[src/rtl/ate_ram.sv]
module ate_ram #(
	parameter int WIDTH = 16,
	parameter int DEPTH = 256
) (
	input  logic                     clk,
	input  logic                     we,
	input  logic [$clog2(DEPTH)-1:0] waddr,
	input  logic [WIDTH-1:0]         wdata,
	input  logic                     re,
	input  logic [$clog2(DEPTH)-1:0] raddr,
	output logic [WIDTH-1:0]         rdata
);
	logic [WIDTH-1:0] mem [DEPTH];

	// one write port, registered read port
	always_ff @(posedge clk) begin
		if (we) mem[waddr] <= wdata;
		if (re) rdata <= mem[raddr];
	end
endmodule

[config.mk]
export PLATFORM = sky130hd
export DESIGN_NAME = ate_ram
export DESIGN_NICKNAME = d
export VERILOG_FILES = /design/src/rtl/ate_ram.sv
export SDC_FILE = /design/constraint.sdc
export NUM_CORES = 2
export LEC_CHECK = 0
export BUFFER_PORTS_ARGS = -buffer_cell sky130_fd_sc_hd__buf_2
export CAP_MARGIN = 20
export CORE_MARGIN = 1.5
export CORE_UTILIZATION = 45
export DETAILED_ROUTE_END_ITERATION = 7
export PLACE_DENSITY_LB_ADDON = 0.15
export SLEW_MARGIN = 10
export SYNTH_ARGS = -nofsm -noshare
export SYNTH_HDL_FRONTEND = slang
export SYNTH_SLANG_ARGS = --single-unit
export TNS_END_PERCENT = 1
[constraint.sdc]
create_clock -name clk -period 3.1 [get_ports clk]
set_input_delay 0.465 -clock clk [delete_from_list [all_inputs] [get_ports clk]]
set_output_delay 0.465 -clock clk [all_outputs]
set_load 0.05 [all_outputs]
==> After elaboration in Yosys (flattened, before gate mapping) <==
Memory sizes are Yosys's and may differ from the RTL's. A register that Yosys moved wholly into a read port is not among the register bits.
Cells that the tools add are included.
{ "word_totals": {"reg_bits": 0, "memories": 1, "mem_bits_rw": 4096} }
{ "memory_table": {"columns": ["memory", "depth", "word_bits", "read_ports", "rd_ports_with_merged_regs", "write_ports", "line", "source"], "rows": [
  ["mem", 256, 16, 1, 1, 1, "13", "logic [WIDTH-1:0] mem [DEPTH];"]
]} }
{ "classes": {"n_mux": 2} }
{ "op_table": {"columns": ["op", "n"], "rows": [
  ["$mux W1", 2]
]} }

==> Logic depth before layout (Yosys ltp) <==
{ "depth": {"word_depth": 2, "mapped_depth": 12, "depth_no_buf": 6} }

==> Worst setup path before layout <==
Ideal clock, no wire load.
{ "synth_timing": {"path_type": "input to register", "from": "in raddr[0]", "to": "reg rdata[4] (read register of mem), data pin", "path_buffers": 3, "cell_stages": 8, "arrival_time_ns": 2.449, "slack_ns": 0.386, "t_required_ns": 2.835, "path_cell_list": "buf_6 buf_6 buf_2 mux4_2 mux4_2 a22o_1 o32ai_2 nor4_2"} }
{ "synth_rtl": {"columns": ["item", "line", "source"], "rows": [
  ["start: declaration", "10", "input logic [$clog2(DEPTH)-1:0] raddr,"],
  ["end: declaration", "11", "output logic [WIDTH-1:0] rdata"]
]} }

==> metrics.md <==
| Metric | Value |
|---|---|
| Dominant synthesized flop cell | edfxtp_1 |
| H-tree depth | 5 |
| Vert. Die Dim | 597 µm |
| Max Cap Viol | 0 |
| RePlAce Congestion | 0.911 |
| Power per standard cell area | 639 nW/µm² |
| WP buf/inv | 6 |
| Leak | 60.4 nW |
| Layout cells sized above 1 | 0.310 |
| HPWL after detailed placement | 279 mm |
| Sw Ratio | 0.216 |
| DR DRC count | 0 |
| Top cells by count, synth | edfxtp_1 (4112), mux4_2 (797), mux2i_1 (565) |
| Iteration-0 DRC Markers | 10000 |
| Critical path, cell by cell | buf_12 -> buf_12 -> buf_4 -> buf_12 -> buf_12 -> mux2i_1 -> o221ai_1 -> a21oi_1 -> buf_4 -> nor2_1 -> nand4_1 -> nor4_1 |
| Area delta synth->final | 17.4% |
| Vias in the first global route | 80800 |
| Placed Area | 172000 µm² |
| Worst Path Required | 3.90 ns |
| RSZ-0062 raised after global routing | false |
| EDFF count, synth | 4112 |
| Synth unique cells | 51 |
| Worst-Margin Slew | 1.25 ns |
| Sequential share of power | 0.515 |
| Asr flop ratio synth | 0 |
| Gr usage total | 0.251 |
| Final wirelength | 449 mm |
| Max-slew violation count | 0 |
| CP arrival | 3.72 ns |
| Delay-heaviest family, CP | buffers and inverters |
| Total CTS buffers | 428 |
| Worst-Skew Late Latency | 0.98 ns |
| CP max stage delay | 0.42 ns |
| Final Hold Fails | 0 |
| Hold_ws | 0.0569 ns |
| Tmin final | 2.92 ns |
| Worst Skew | 0.0596 ns |
| Die ar. | 357000 µm² |
| Worst min path class | in -> reg |
| # resized after CTS | 0 |
| Clk root buf | clkbuf_16 |
| Max clock buf depth | 4 |
| Port bufs | 50 |
| Worst R2R Setup Slack | 0.48 ns |
| Rel. slew slack | 0.166 |
| Via count | 81400 |
| Outcome | finished clean |
| First-pass GRT wire length | 630 mm |
| Synth warn | 0 |
| Worst VDD drop | 0.000526 V |
| Vias per std cell | 6.08 |
| Starting Density | 0.452 |
| Final setup viols | 0 |
| Die W | 597 µm |
| Synth Instances | 7360 |
| Layout Nets | 8435 |
| Crit-path max FO | 33 |
| Clock Power Share | 0.429 |
| Combinational group share of total power | 0.056 |
| Setup tns final | 0 ns |
| Post-Syn Nets | 7395 |
| Final instance area | 187000 µm² |
| First-pass iteration count of the detailed router | 6 |
| #FFs+latches synth | 4112 |
| Top Ports | 51 |
| Sequential area share after synthesis | 0.777 |
| Clk slew on worst S/H paths | 0.07 ns |
| WL per Instance | 33.5 µm |
| CP startpoint kind | primary input |
| Internal | 93.5 mW |
| F_max | 0.342 GHz |
| CTS tree | built |
| CP Capture Type | flip-flop |
| Hold-fix buffers, CTS | 13 |
| Top-count cell post-synth | edfxtp_1 |
| Global route total overflow | 0 |
| Largest net degree at the start of global routing | 116 |
| Initial antenna violation count | 31 |
| Psw | 25.8 mW |
| Largest area contributor in the synthesized netlist | edfxtp_1 |
| Top cell by count, worst path | buf_12 |
| Post-synth top area share | 0.777 |
| Avg Cell Area, Syn | 21.6 µm² |
| Num Clock Sinks | 4112 |
| Post-route clock period utilization | 0.942 |
| Post-route ant nets | 0 |
| CP Class | in -> reg |
| Top post-synthesis cells by area | edfxtp_1 (78%), mux4_2 (11%), mux2i_1 (3.6%), o221ai_1 (1.4%), nor2_1 (0.72%) |
| Core area | 352000 µm² |
| Crit-path slowest cell | nor2_1 |
| FP Rows | 218 |
| Setup Buffers After CTS | 0 |
| Synthesized area | 159000 µm² |
-- flip-flops by register name (all words and copies together), names as in the netlist --
| register | count |
|---|---|
| mem | 4096 |
| rdata | 16 |
-- cell families after synthesis --
family,after synthesis,share of synthesized area
multiplexers,1450,0.155
AND/OR/NAND/NOR,556,0.0157
AO/OA/AOI/OAI,786,0.0353
flip-flops,4112,0.777
buffers and inverters,456,0.0169
-- metal layers --
metal | vias to the layer above | GRT usage | part of all wire
li1 | 33500 | - | -
met1 | 43900 | 0.367 | 0.42
met4 | 8 | 0.0786 | 0.032
met3 | 596 | 0.0469 | 0.085
met2 | 3376 | 0.383 | 0.46
met5 | - | 0 | 0.00011
-- layout make-up --
cell class                      count  area, µm²
Fill cell                       27300     165000
Sequential cell                  4112     123000
Multi-Input combinational cell   2792      33200
Clock buffer                      513      11200
Timing Repair Buffer             1062      10100
Tap cell                         4620       5780
Clock inverter                    279       2730
Inverter                            4       27.5
Antenna cell                       11       27.5
-- power groups by stage --
stage / logic, mW / registers (mW) / clock network, mW
finish: 6.66 / 61.4 / 51.2
global route: 6.96 / 61.4 / 54.1
CTS: 6.69 / 61.4 / 51.9
detailed placement: 6.66 / 62.6 / 0
global placement: 6.57 / 62.6 / 0
floorplan: 3.02 / 62.6 / 0
-- path summary, 6_finish.rpt --
path | end | startpoint | cells past startpoint
min | mem[126][9] | wdata[9] | 1
min reg2reg | rdata[2] | mem[92][2] | 6
max | rdata[10] | raddr[0] | 12
max reg2reg | rdata[14] | mem[48][14] | 6
-- per-stage QoR --
step / std cells / utilization / power, mW / setup slack (ns)
after CTS: 13400 / 0.530 / 120 / 0.299
after detailed placement: 12600 / 0.490 / 69.2 / -0.772
final: 13400 / 0.530 / 119 / 0.179
after global placement: 12600 / 0.490 / 69.1 / -0.732
after global routing: 13400 / 0.530 / 122 / 0.0619
after floorplan: 7360 / - / 65.6 / 0.386
-- layout by cell type (no fill, tap or decap), drive strengths merged, types with 21 or more instances in the layout --
cell type  synthesis  routed
a21oi            175     175
a221oi            28      28
a22o              32      32
a22oi             43      43
buf              222    1048
bufinv             0      48
clkbuf           230     514
clkinv             0     200
edfxtp          4112    4112
mux2              88      88
mux2i            565     565
mux4             797     797
nand2             38      38
nand3             35      35
nand4             26      26
nor2             304     304
nor3              92      92
o21ai             38      38
o221ai           253     253
o22ai            148     148
o32ai             21      21
Power figures use the tool's default switching activity.
